**config.mk**
```make
export PLATFORM = sky130hd
export DESIGN_NAME = besa_nbr_calc
export DESIGN_NICKNAME = d
export VERILOG_FILES = /design/src/rtl/core/besa_pkg.sv /design/src/rtl/core/besa_nbr_calc.sv
export SDC_FILE = /design/constraint.sdc
export NUM_CORES = 1
export LEC_CHECK = 0
export BUFFER_PORTS_ARGS = -buffer_cell sky130_fd_sc_hd__buf_2
export CAP_MARGIN = 5
export CORE_MARGIN = 2
export CORE_UTILIZATION = 62
export DETAILED_ROUTE_END_ITERATION = 10
export GPL_ROUTABILITY_DRIVEN = 1
export GPL_TIMING_DRIVEN = 0
export PLACE_DENSITY_LB_ADDON = 0.08
export SLEW_MARGIN = 15
export SYNTH_ARGS = -nofsm -noshare
export SYNTH_HDL_FRONTEND = slang
export SYNTH_SLANG_ARGS = --single-unit
export TNS_END_PERCENT = 30
```
**constraint.sdc**
```tcl
create_clock -name vclk -period 11.1
set_input_delay 0.555 -clock vclk [all_inputs]
set_output_delay 0.555 -clock vclk [all_outputs]
set_load 0.02 [all_outputs]
```
**src/rtl/core/besa_pkg.sv**
```systemverilog
// ============================================================================
// besa_pkg
// Shared types and constants of the bilinear event splat accumulator.
// ============================================================================
package besa_pkg;

    localparam int POS_BITS   = 20;
    localparam int CFG_W      = 10;
    localparam int CFG_IDX_W  = 1;
    localparam int Q16_BITS   = 16;
    localparam int WGT_W      = Q16_BITS + 1;
    localparam int ONE_Q16    = 65536;
    localparam int PIX_OUT_W  = 32;
    localparam int RD_COORD_W = 9;

    localparam logic [CFG_W-1:0] CFG_WIDTH_RESET  = CFG_W'(500);
    localparam logic [CFG_W-1:0] CFG_HEIGHT_RESET = CFG_W'(500);

    localparam logic [CFG_IDX_W-1:0] REG_IMAGE_WIDTH  = 1'b0;
    localparam logic [CFG_IDX_W-1:0] REG_IMAGE_HEIGHT = 1'b1;

    localparam logic [1:0] OP_SPLAT      = 2'd0;
    localparam logic [1:0] OP_READ       = 2'd1;
    localparam logic [1:0] OP_READ_CLEAR = 2'd2;

    typedef struct packed {
        logic [1:0]                 op;
        logic signed [POS_BITS-1:0] pos_x;
        logic signed [POS_BITS-1:0] pos_y;
        logic                       polarity;
        logic [RD_COORD_W-1:0]      read_col;
        logic [RD_COORD_W-1:0]      read_row;
    } cmd_t;

    typedef struct packed {
        logic signed [PIX_OUT_W-1:0] pixel_value;
        logic                        saturated_seen;
    } result_t;

endpackage

```
**src/rtl/core/besa_nbr_calc.sv**
```systemverilog
// ============================================================================
// besa_nbr_calc
// Address, range check and bilinear weight of one of the four neighbours
// of an event position.
// ============================================================================
module besa_nbr_calc
    import besa_pkg::*;
#(
    parameter int MAX_COLS  = 512,
    parameter int MAX_ROWS  = 512,
    parameter int FRAC_BITS = 8,
    parameter int ADDR_W    = 18
)
(
    input  logic signed [POS_BITS-1:0] pos_x,
    input  logic signed [POS_BITS-1:0] pos_y,
    input  logic [1:0]                 sel,
    input  logic [CFG_W-1:0]           image_width,
    input  logic [CFG_W-1:0]           image_height,
    output logic                       nbr_valid,
    output logic [ADDR_W-1:0]          nbr_addr,
    output logic [WGT_W-1:0]           nbr_weight
);

    localparam int INT_W = POS_BITS - FRAC_BITS;
    localparam int CMP_W = POS_BITS + 2;
    localparam int COL_W = $clog2(MAX_COLS);
    localparam int ROW_W = $clog2(MAX_ROWS);
    localparam int SHIFT = Q16_BITS - FRAC_BITS;
    localparam int PROD_W = 2 * WGT_W;

    localparam logic signed [CMP_W-1:0] MAX_C = CMP_W'(MAX_COLS);
    localparam logic signed [CMP_W-1:0] MAX_R = CMP_W'(MAX_ROWS);

    logic signed [INT_W-1:0] x0;
    logic signed [INT_W-1:0] y0;
    logic signed [CMP_W-1:0] col;
    logic signed [CMP_W-1:0] row;
    logic signed [CMP_W-1:0] w_ext;
    logic signed [CMP_W-1:0] h_ext;
    logic signed [CMP_W-1:0] lim_c;
    logic signed [CMP_W-1:0] lim_r;
    logic [WGT_W-1:0]        fx;
    logic [WGT_W-1:0]        fy;
    logic [WGT_W-1:0]        fac_x;
    logic [WGT_W-1:0]        fac_y;
    logic [PROD_W-1:0]       prod;

    // floor is the integer part of the two's complement value
    assign x0 = pos_x[POS_BITS-1:FRAC_BITS];
    assign y0 = pos_y[POS_BITS-1:FRAC_BITS];

    // sel[1] steps one column right, sel[0] one row down
    assign col = CMP_W'(x0) + CMP_W'(sel[1]);
    assign row = CMP_W'(y0) + CMP_W'(sel[0]);

    assign w_ext = CMP_W'(image_width);
    assign h_ext = CMP_W'(image_height);
    assign lim_c = (w_ext < MAX_C) ? w_ext : MAX_C;
    assign lim_r = (h_ext < MAX_R) ? h_ext : MAX_R;

    assign nbr_valid = !col[CMP_W-1] && !row[CMP_W-1] && (col < lim_c) && (row < lim_r);

    assign nbr_addr = ADDR_W'(ADDR_W'(row[ROW_W-1:0]) * ADDR_W'(MAX_COLS)
                              + ADDR_W'(col[COL_W-1:0]));

    // fractions scaled to q0.16
    assign fx = WGT_W'(pos_x[FRAC_BITS-1:0]) << SHIFT;
    assign fy = WGT_W'(pos_y[FRAC_BITS-1:0]) << SHIFT;

    assign fac_x = sel[1] ? fx : WGT_W'(WGT_W'(ONE_Q16) - fx);
    assign fac_y = sel[0] ? fy : WGT_W'(WGT_W'(ONE_Q16) - fy);

    assign prod       = PROD_W'(fac_x) * PROD_W'(fac_y);
    assign nbr_weight = prod[Q16_BITS+WGT_W-1:Q16_BITS];

endmodule

```
# Yosys cells after proc, flatten, opt, wreduce, memory -nomap -nowiden

Index checks and enable logic that the tools add are counted.

$add $sub $neg: 5
Multiply operators: 1
Div/mod/pow operators: 0
Order comparisons: 4
Equal/unequal tests: 0
Shift-type cells: 0
Multiplexer cells: 4
Bitwise operators: 0
Reduce and logical (&&, ||, !) cells: 5

Operators by type and width:

| kind                   | count |
|---|---|
| $mux 17                | 2 |
| $sub 17x16->17 const A | 2 |
| $mul 17x17->33         | 1 |
| $add 12x2->13          | 2 |
| $lt 13x11->1           | 2 |
| $lt 10x10->1 const B   | 2 |
| $mux 10                | 2 |
| $add 18x9->18          | 1 |
| $logic_and 1x1->1      | 3 |
| $logic_not 1->1        | 2 |

Bits in registers: 0
Bits in latches: 0
Bits in writable memories: 0
Memory bits (read-only): 0
Bits of input ports: 62
Word-level logic and storage cells: 19
Memories kept: 0

# Longest topological paths before layout

Gate-level depths: netlist of the first run.

Depth after elaboration: 5
Mapped depth: 22

# Worst setup path after synthesis of the first run

OpenSTA, ideal clock, no wires.

Path kind: input -> output
From: in pos_x[0]
To: out nbr_weight[16]
Arrival time: 6.084 ns
Required time: 10.545 ns
Path slack: 4.461 ns
Stages on the path: 21
Buffers on the path: 0
Cells stage by stage: inv_1 -> ha_1 -> nor3b_1 -> a21oi_1 -> xor2_1 -> nand2_1 -> fa_1 -> inv_1 -> fa_1 -> inv_1 -> fa_1 -> fa_1 -> inv_1 -> ha_1 -> ha_1 -> fa_1 -> a21o_1 -> a211oi_1 -> o21ai_1 -> o41ai_2 -> xnor2_1

Cells in the longest elaborated chain, start to end: 3

Ends and longest elaborated chain:

| what               | RTL line            | source |
|---|---|---|
| start: declaration | besa_nbr_calc.sv:15 | `input logic signed [POS_BITS-1:0] pos_x,` |
| $sub 17x16->17     | besa_nbr_calc.sv:71 | `assign fac_x = sel[1] ? fx : WGT_W'(WGT_W'(ONE_Q16) - fx);` |
| $mux 17 *          | besa_nbr_calc.sv:71 |  |
| $mul 17x17->33 *   | besa_nbr_calc.sv:74 | `assign prod = PROD_W'(fac_x) * PROD_W'(fac_y);` |
| end: declaration   | besa_nbr_calc.sv:22 | `output logic [WGT_W-1:0] nbr_weight` |

Mark *: on every way between the ends. The rest lies on a longest branch, timed or not.

# Worst setup path in the final report of the first run

Same ends and word-level chain as after synthesis.

==> results of run 1 <==
==> metal layers <==
layer | vias up | global-route usage (%)
met1 | 1687 | 36.4
met5 | - | 0
met2 | 80 | 48.8
li1 | 1764 | -
met3 | 6 | 1.39
met4 | 0 | 2.09
==> path summary, 6_finish.rpt <==
path  slack, ns        endpoint
max        3.43  nbr_weight[16]
min        1.45     nbr_addr[6]
==> layout by cell type (no fill, tap or decap), types with 3 or more instances in the layout <==
cell type / n
buf_2: 98
inv_1: 82
ha_1: 81
nand2_1: 64
nor2_1: 52
fa_1: 49
xnor2_1: 33
xor2_1: 19
nand3_1: 13
a21oi_1: 10
a21o_1: 8
nor3_1: 7
and2_1: 6
and3_1: 5
and4_1: 4
nand4_1: 4
o21ai_1: 4
o21ai_0: 4
a31oi_1: 3
==> power by group through the flow <==
stage,clock (uW),combinational (uW),sequential [uW]
6_report,0,968,0
5_1_grt,0,1120,0
4_1_cts,0,981,0
3_5_place_dp,0,970,0
3_3_place_gp,0,932,0
2_1_floorplan,0,731,0
==> final cells by class <==
class,count,area (um^2),area share [%]
repair buffers,97,485,10.9
multi-input cells,393,3530,79.5
plain buffers,3,12.5,0.282
well taps,75,93.8,2.12
inverters,85,319,7.19
==> per-stage QoR <==
| stage | util [%] | cell area (um^2) | cells | hold WS (ns) | worst slack [ns] |
|---|---|---|---|---|---|
| 4_1_cts | 74.5 | 4440 | 653 | 1.45 | 3.46 |
| 3_3_place_gp | 74.5 | 4440 | 653 | 1.45 | 3.56 |
| 5_1_grt | 74.5 | 4440 | 653 | 1.47 | 3.07 |
| 6_report | 74.5 | 4440 | 653 | 1.45 | 3.43 |
| 3_5_place_dp | 74.5 | 4440 | 653 | 1.45 | 3.50 |
| 2_1_floorplan | - | 3860 | 481 | 1.25 | 4.46 |
==> cells by family (layout without fill, tap and decap cells) <==
| group | count (synthesis) | count (layout) | synth area share, % |
|---|---|---|---|
| XOR/XNOR | 52 | 52 | 11.8 |
| AND/OR/NAND/NOR | 165 | 165 | 19.5 |
| AO/OA/AOI/OAI | 43 | 43 | 7.59 |
| adder cells (fa/ha/maj) | 130 | 130 | 51.7 |
| multiplexers | 3 | 3 | 0.843 |
| buffers and inverters | 88 | 185 | 8.60 |
==> impl_metrics.ini, run 1 <==
[run_status]
outcome = completed

[worst_setup_path]
worst-path-stages = 23
start_kind = input port
critical_path.endpoint_type = primary output
critical_path_class = input port to primary output
critical_path_required_ns = 10.55
crit_family = adder cells
critPathMaxFanout = 8
startpoint = pos_x[0]
cp_slowest_stage_delay_ns = 0.65
cp_slowest_cell = xor2_1
cp_data_arrival_time_ns = 7.12
path_cells = buf_2 -> inv_1 -> ha_1 -> nor3b_1 -> a21oi_1 -> xor2_1 -> nand2_1 -> fa_1 -> inv_1 -> fa_1 -> inv_1 -> fa_1 -> fa_1 -> inv_1 -> ha_1 -> ha_1 -> fa_1 -> a21o_1 -> a211oi_1 -> o21ai_1 -> o41ai_2 -> xnor2_1 -> buf_2
path_common_cell = fa_1
worst-path-buf-inv = 6

[power_and_ir_drop]
leakage_uw = 0.00250
pwr-share-comb_pct = 100.0
switching_share_pct = 59.9
p_int_uw = 388
power_frac_seq_pct = 0
clock_power_share_pct = 0
powerDensity_mw_per_mm2 = 218
ir_drop_mv = 0.593
total_power_uw = 968
power_switching_uw = 580

[global_routing]
grt_max_degree = 11
grt_pass1_wl_um = 15700
grt_pass1_vias = 3606
gr-total-overflow = 0
grt_antenna_before_repair = 0
gr-usage-all-layers_pct = 26.7

[synth]
yosysTopAreaCell = ha_1
yosysMostFrequentCell = inv_1
yosysWarnings = 0
postSynthAreaPerCell_um2 = 8.02
syn_nets = 673
netlist.area_leader.share_pct = 26.3
netlist_top_cells_area = ha_1 (26%), fa_1 (25%), inv_1 (8.0%), xnor2_1 (7.5%), nand2_1 (6.2%)
yosysSeqAreaShare_pct = 0
netlist_area_mm2 = 0.00386
synth_cell_type_count = 45
synth_commonest_cells = inv_1 (82), ha_1 (81), nand2_1 (64)
syn_inst = 481

[place]
finalWeightedCongestion = 0.929
io_buffers = 97
place_hpwl_um = 7800

[timing]
tightest_slew_ns = 0.787
tns_ns = 0
slew_viol_final = 0
hold_violations = 0
min_period_over_period_pct = 69.1
timing.slew.headroom_pct = 47.3
period_minus_slack_ns = 7.67
finalSetupViolCount = 0
maxClockFrequency_mhz = 130
rsz0062_at_grt = false

[routing]
drt_iter0_markers = 120
wl_met2_um = 4340
ant_nets = 0
drt-met1-wl_um = 4060
drt_pre_antenna_iters = 4
wl_um = 8750
vias_per_cell = 5.42
drcViolationCount = 0
highest_layer = met4
met3_length_um = 297
post_drt_wl_per_cell_um = 13.4
vias = 3537

[worst_hold_path]
hp-class = input port to primary output
worstHoldStart = pos_x[14]
holdPathStages = 3

[layout]
diodes = 0
ff_latch_area_um2 = 0
seq_cell_count = 0
drive_above_1_share_pct = 18.3
fin_nets = 772
fillCellCount = 509
final.clkbuf_count = 0
syn_to_final_growth_pct = 15.0

[floorplan]
die_y_um = 82.9
ios = 98
start_util_pct = 64.8
num_rows = 28
die_w_um = 82.9
dieArea_mm2 = 0.00687
core_mm2 = 0.00596

[clock_tree]
cts_setup_buffers = 0
cts.repair.resized = 0
ctsHoldBuffers = 0

[job]
drv_cap = 0
Power figures use the tool's default switching activity.
==> inputs of run 2 (changes only) <==
--- a/config.mk
+++ b/config.mk
@@ -8,7 +8,7 @@
 export BUFFER_PORTS_ARGS = -buffer_cell sky130_fd_sc_hd__buf_2
 export CAP_MARGIN = 5
 export CORE_MARGIN = 2
-export CORE_UTILIZATION = 62
+export CORE_UTILIZATION = 57
 export DETAILED_ROUTE_END_ITERATION = 10
 export GPL_ROUTABILITY_DRIVEN = 1
 export GPL_TIMING_DRIVEN = 0
==> constraint.sdc (replaced) <==
create_clock -name vclk -period 7.3
set_input_delay 0.365 -clock vclk [all_inputs]
set_output_delay 0.365 -clock vclk [all_outputs]
set_load 0.02 [all_outputs]
==> impl_metrics.ini, run 2 (synthesis results as in run 1) <==
[layout]
fin_nets = 774
diodes = 0
drive_above_1_share_pct = 19.1
stdcell_count = 657
final_util_pct = 69.3
fillCellCount = 575
final.clkbuf_count = 0
syn_to_final_growth_pct = 16.0
ff_latch_area_um2 = 0
final_common_cell = buf_2
seq_cell_count = 0
final_cell_mix = buf_2 (98), inv_1 (82), ha_1 (81)

[worst_setup_path]
critical_path_required_ns = 6.93
cp_data_arrival_time_ns = 6.52
start_kind = input port
crit_path_end = nbr_weight[16]
critical_path_class = input port to primary output
critical_path.endpoint_type = primary output
critPathMaxFanout = 10
startpoint = pos_y[0]

[timing]
finalSetupViolCount = 0
rsz0062_at_grt = false
maxClockFrequency_mhz = 145
hold_violations = 0
hold_ws_ns = 1.07
tns_ns = 0
tightest_slew_ns = 0.715
min_period_over_period_pct = 94.3
period_minus_slack_ns = 6.88
timing.slew.headroom_pct = 52.2
slew_viol_final = 0

[place]
place_hpwl_um = 7780
placedCellCount = 655
io_buffers = 97
finalWeightedCongestion = 0.866

[global_routing]
grt_pass1_wl_um = 15300
grt_max_degree = 11
gr-usage-all-layers_pct = 24.6
grt_pass1_vias = 3621
gr-total-overflow = 0
grt_antenna_before_repair = 0

[routing]
ant_nets = 0
drt_iter0_markers = 116
drt_pre_antenna_iters = 4
vias = 3527
wl_um = 8730
drcViolationCount = 0
post_drt_wl_per_cell_um = 13.3
vias_per_cell = 5.37

[floorplan]
dieArea_mm2 = 0.00744
core_mm2 = 0.00646
num_rows = 29
start_util_pct = 59.7
die_w_um = 86.3
ios = 98
die_y_um = 86.3

[power_and_ir_drop]
powerDensity_mw_per_mm2 = 328
ir_drop_mv = 0.614
leakage_uw = 0.00252

[run_status]
outcome = completed

[worst_hold_path]
holdPathStages = 3
hp-class = input port to primary output

[job]
drv_cap = 0
==> run 2: metal layers <==
metal,routed length (um),GRT usage (%)
met5,0,0
met4,48,2.70
met3,352,1.05
met2,4490,46.8
met1,3840,32.0
==> run 2: worst min-delay path by stage <==
stage	slack [ns]	start	to
6_report	1.07	pos_x[16]	nbr_addr[8]
5_1_grt	1.08	pos_x[16]	nbr_addr[8]
4_1_cts	1.07	pos_x[16]	nbr_addr[8]
3_5_place_dp	1.07	pos_x[16]	nbr_addr[8]
3_3_place_gp	1.06	pos_x[16]	nbr_addr[8]
2_1_floorplan	0.87	pos_y[10]	nbr_addr[11]
==> run 2: worst max-delay path: stages <==
cell	delay (ns)
buf_2	0.19
inv_1	0.10
ha_1	0.26
nor2_1	0.15
xor2_1	0.58
nand2_1	0.17
fa_1	0.57
inv_1	0.05
fa_1	0.50
inv_1	0.05
fa_1	0.46
fa_1	0.54
inv_1	0.04
ha_1	0.29
ha_1	0.36
fa_1	0.46
a21o_1	0.23
a211oi_1	0.36
o21ai_1	0.15
o41ai_2	0.30
xnor2_1	0.16
buf_2	0.18
==> run 2: power by group <==
group | internal [uW] | leakage (uW) | total (uW) | switching [uW]
Sequential | 0 | 0 | 0 | 0
Clock | 0 | 0 | 0 | 0
Combinational | 590 | 0.00252 | 1470 | 879
Total | 590 | 0.00252 | 1470 | 879
==> run 2: layout make-up <==
cell class                      count  area, um^2  share of cell area [%]
Buffer                              3        12.5                   0.280
Tap cell                           77        96.3                    2.15
Inverter                           85         319                    7.13
Multi-Input combinational cell    393        3550                    79.3
Timing Repair Buffer               99         500                    11.2
==> run 2: metrics by stage <==
step	cell area (um^2)	setup WS (ns)	total power (uW)
floorplan	3860	1.04	1110
global placement	4440	0.0538	1440
detailed placement	4440	0.0311	1470
CTS	4450	0.152	1490
global route	4470	0.0174	1680
finish	4470	0.419	1470
==> run 2: timing repair <==
item,CTS,global route
setup endpoints to repair,1,2
gates resized for setup,1,2
hold buffers,0,0
buffers inserted,0,2
pin swaps,0,1
==> inputs of run 3 (changes only) <==
--- a/config.mk
+++ b/config.mk
@@ -7,6 +7,7 @@
 export LEC_CHECK = 0
 export BUFFER_PORTS_ARGS = -buffer_cell sky130_fd_sc_hd__buf_2
 export CAP_MARGIN = 5
+export CORE_ASPECT_RATIO = 2
 export CORE_MARGIN = 2
 export CORE_UTILIZATION = 57
 export DETAILED_ROUTE_END_ITERATION = 10
==> impl_metrics.ini, run 3 (synthesis results as in run 1) <==
[place]
placedCellCount = 666
io_buffers = 97
finalWeightedCongestion = 0.990
place_hpwl_um = 8290
postPlaceCellArea_mm2 = 0.00445

[layout]
fillCellCount = 590
ff_latch_area_um2 = 0
final_cell_area_mm2 = 0.00450
multi_input_area_mm2 = 0.00355
fin_nets = 775
seq_cell_count = 0
syn_to_final_growth_pct = 16.5
final_common_cell = buf_2
diodes = 0
stdcell_count = 669
final_util_pct = 68.4
final.clkbuf_count = 0
final_cell_mix = buf_2 (98), inv_1 (82), ha_1 (81)
drive_above_1_share_pct = 19.3

[timing]
min_period_over_period_pct = 94.8
hold_ws_ns = 1.07
rsz0062_at_grt = false
finalSetupViolCount = 0
tightest_slew_ns = 0.769
timing.slew.headroom_pct = 48.5
maxClockFrequency_mhz = 145
period_minus_slack_ns = 6.92
slew_viol_final = 0
hold_violations = 0

[job]
drv_cap = 0

[floorplan]
dieArea_mm2 = 0.00748
die_w_um = 62.2
num_rows = 42
start_util_pct = 58.7
core_mm2 = 0.00657
die_y_um = 120
ios = 98

[power_and_ir_drop]
total_power_uw = 1460
leakage_uw = 0.00252
powerDensity_mw_per_mm2 = 326
ir_drop_mv = 0.617

[worst_setup_path]
cp_data_arrival_time_ns = 6.55
critPathMaxFanout = 10
cp_slowest_stage_delay_ns = 0.63
start_kind = input port
critical_path_required_ns = 6.93
path_cells = buf_2 -> inv_1 -> ha_1 -> nor2_1 -> xor2_1 -> nand2_1 -> fa_1 -> inv_1 -> fa_1 -> inv_1 -> fa_1 -> fa_1 -> inv_1 -> ha_1 -> ha_1 -> fa_1 -> a21o_1 -> a211oi_1 -> o21ai_1 -> o41ai_2 -> xnor2_1 -> buf_2
cp_slowest_cell = xor2_1
critical_path.endpoint_type = primary output
path_common_cell = fa_1
critical_path_class = input port to primary output

[routing]
wl_um = 9110
drcViolationCount = 0
ant_nets = 0
vias_per_cell = 5.34
post_drt_wl_per_cell_um = 13.6
drt_pre_antenna_iters = 5
drt_iter0_markers = 112
vias = 3571

[global_routing]
gr-total-overflow = 0
grt_antenna_before_repair = 0
grt_pass1_wl_um = 16300
grt_pass1_vias = 3893
grt_max_degree = 11
gr-usage-all-layers_pct = 26.3

[run_status]
outcome = completed

[clock_tree]
ctsHoldBuffers = 0

[worst_hold_path]
hp-class = input port to primary output
-- run 3: cell types whose count changed in the layout (fill, tap and decap cells not counted) --
cell	change
buf_4	+1
-- run 3: timing repair --
item | in CTS | in global routing
endpoints found under the hold margin | 0 | 0
buffers inserted | 0 | 3
pin swaps | 0 | 1
resized for setup | 1 | 2
endpoints found under the setup margin | 1 | 2
-- run 3: final timing paths --
check | cells after the start | end | start
worst max-delay path | 22 | nbr_weight[16] | pos_y[0]
worst min-delay path | 3 | nbr_addr[8] | pos_x[16]
-- run 3: stage by stage --
| step | setup slack [ns] | TNS (ns) |
|---|---|---|
| 6_report | 0.381 | 0 |
| 5_1_grt | 0.0543 | 0 |
| 4_1_cts | 0.160 | 0 |
| 3_5_place_dp | -0.0436 | -0.0436 |
| 3_3_place_gp | 0.0474 | 0 |
| 2_1_floorplan | 1.04 | 0 |
-- run 3: report_power, final --
group	switching (uW)	internal (uW)
Combinational	876	588
Sequential	0	0
Clock	0	0
-- run 3: per-layer routing --
layer  GRT usage (%)  vias to the layer above  wire length, um
met3            1.95                       30              348
met4            9.31                        0              319
met1            24.7                     1678             3080
li1                -                     1759                -
met5               0                        -                0
met2            56.7                      104             5360
-- run 3: final cells by class --
type,count,share of cell area [%]
multi-input combinational,393,78.9
timing repair buffer,100,11.3
buffer,3,0.278
inverter,85,7.10
tap,88,2.45
-- run 3: worst max-delay path, delay by kind of cell --
family	cells	cell delay, ns
compound gates	4	0.97
simple gates	2	0.33
fa+ha+maj	8	3.43
buf+inv	6	0.65
xor+xnor	2	0.78
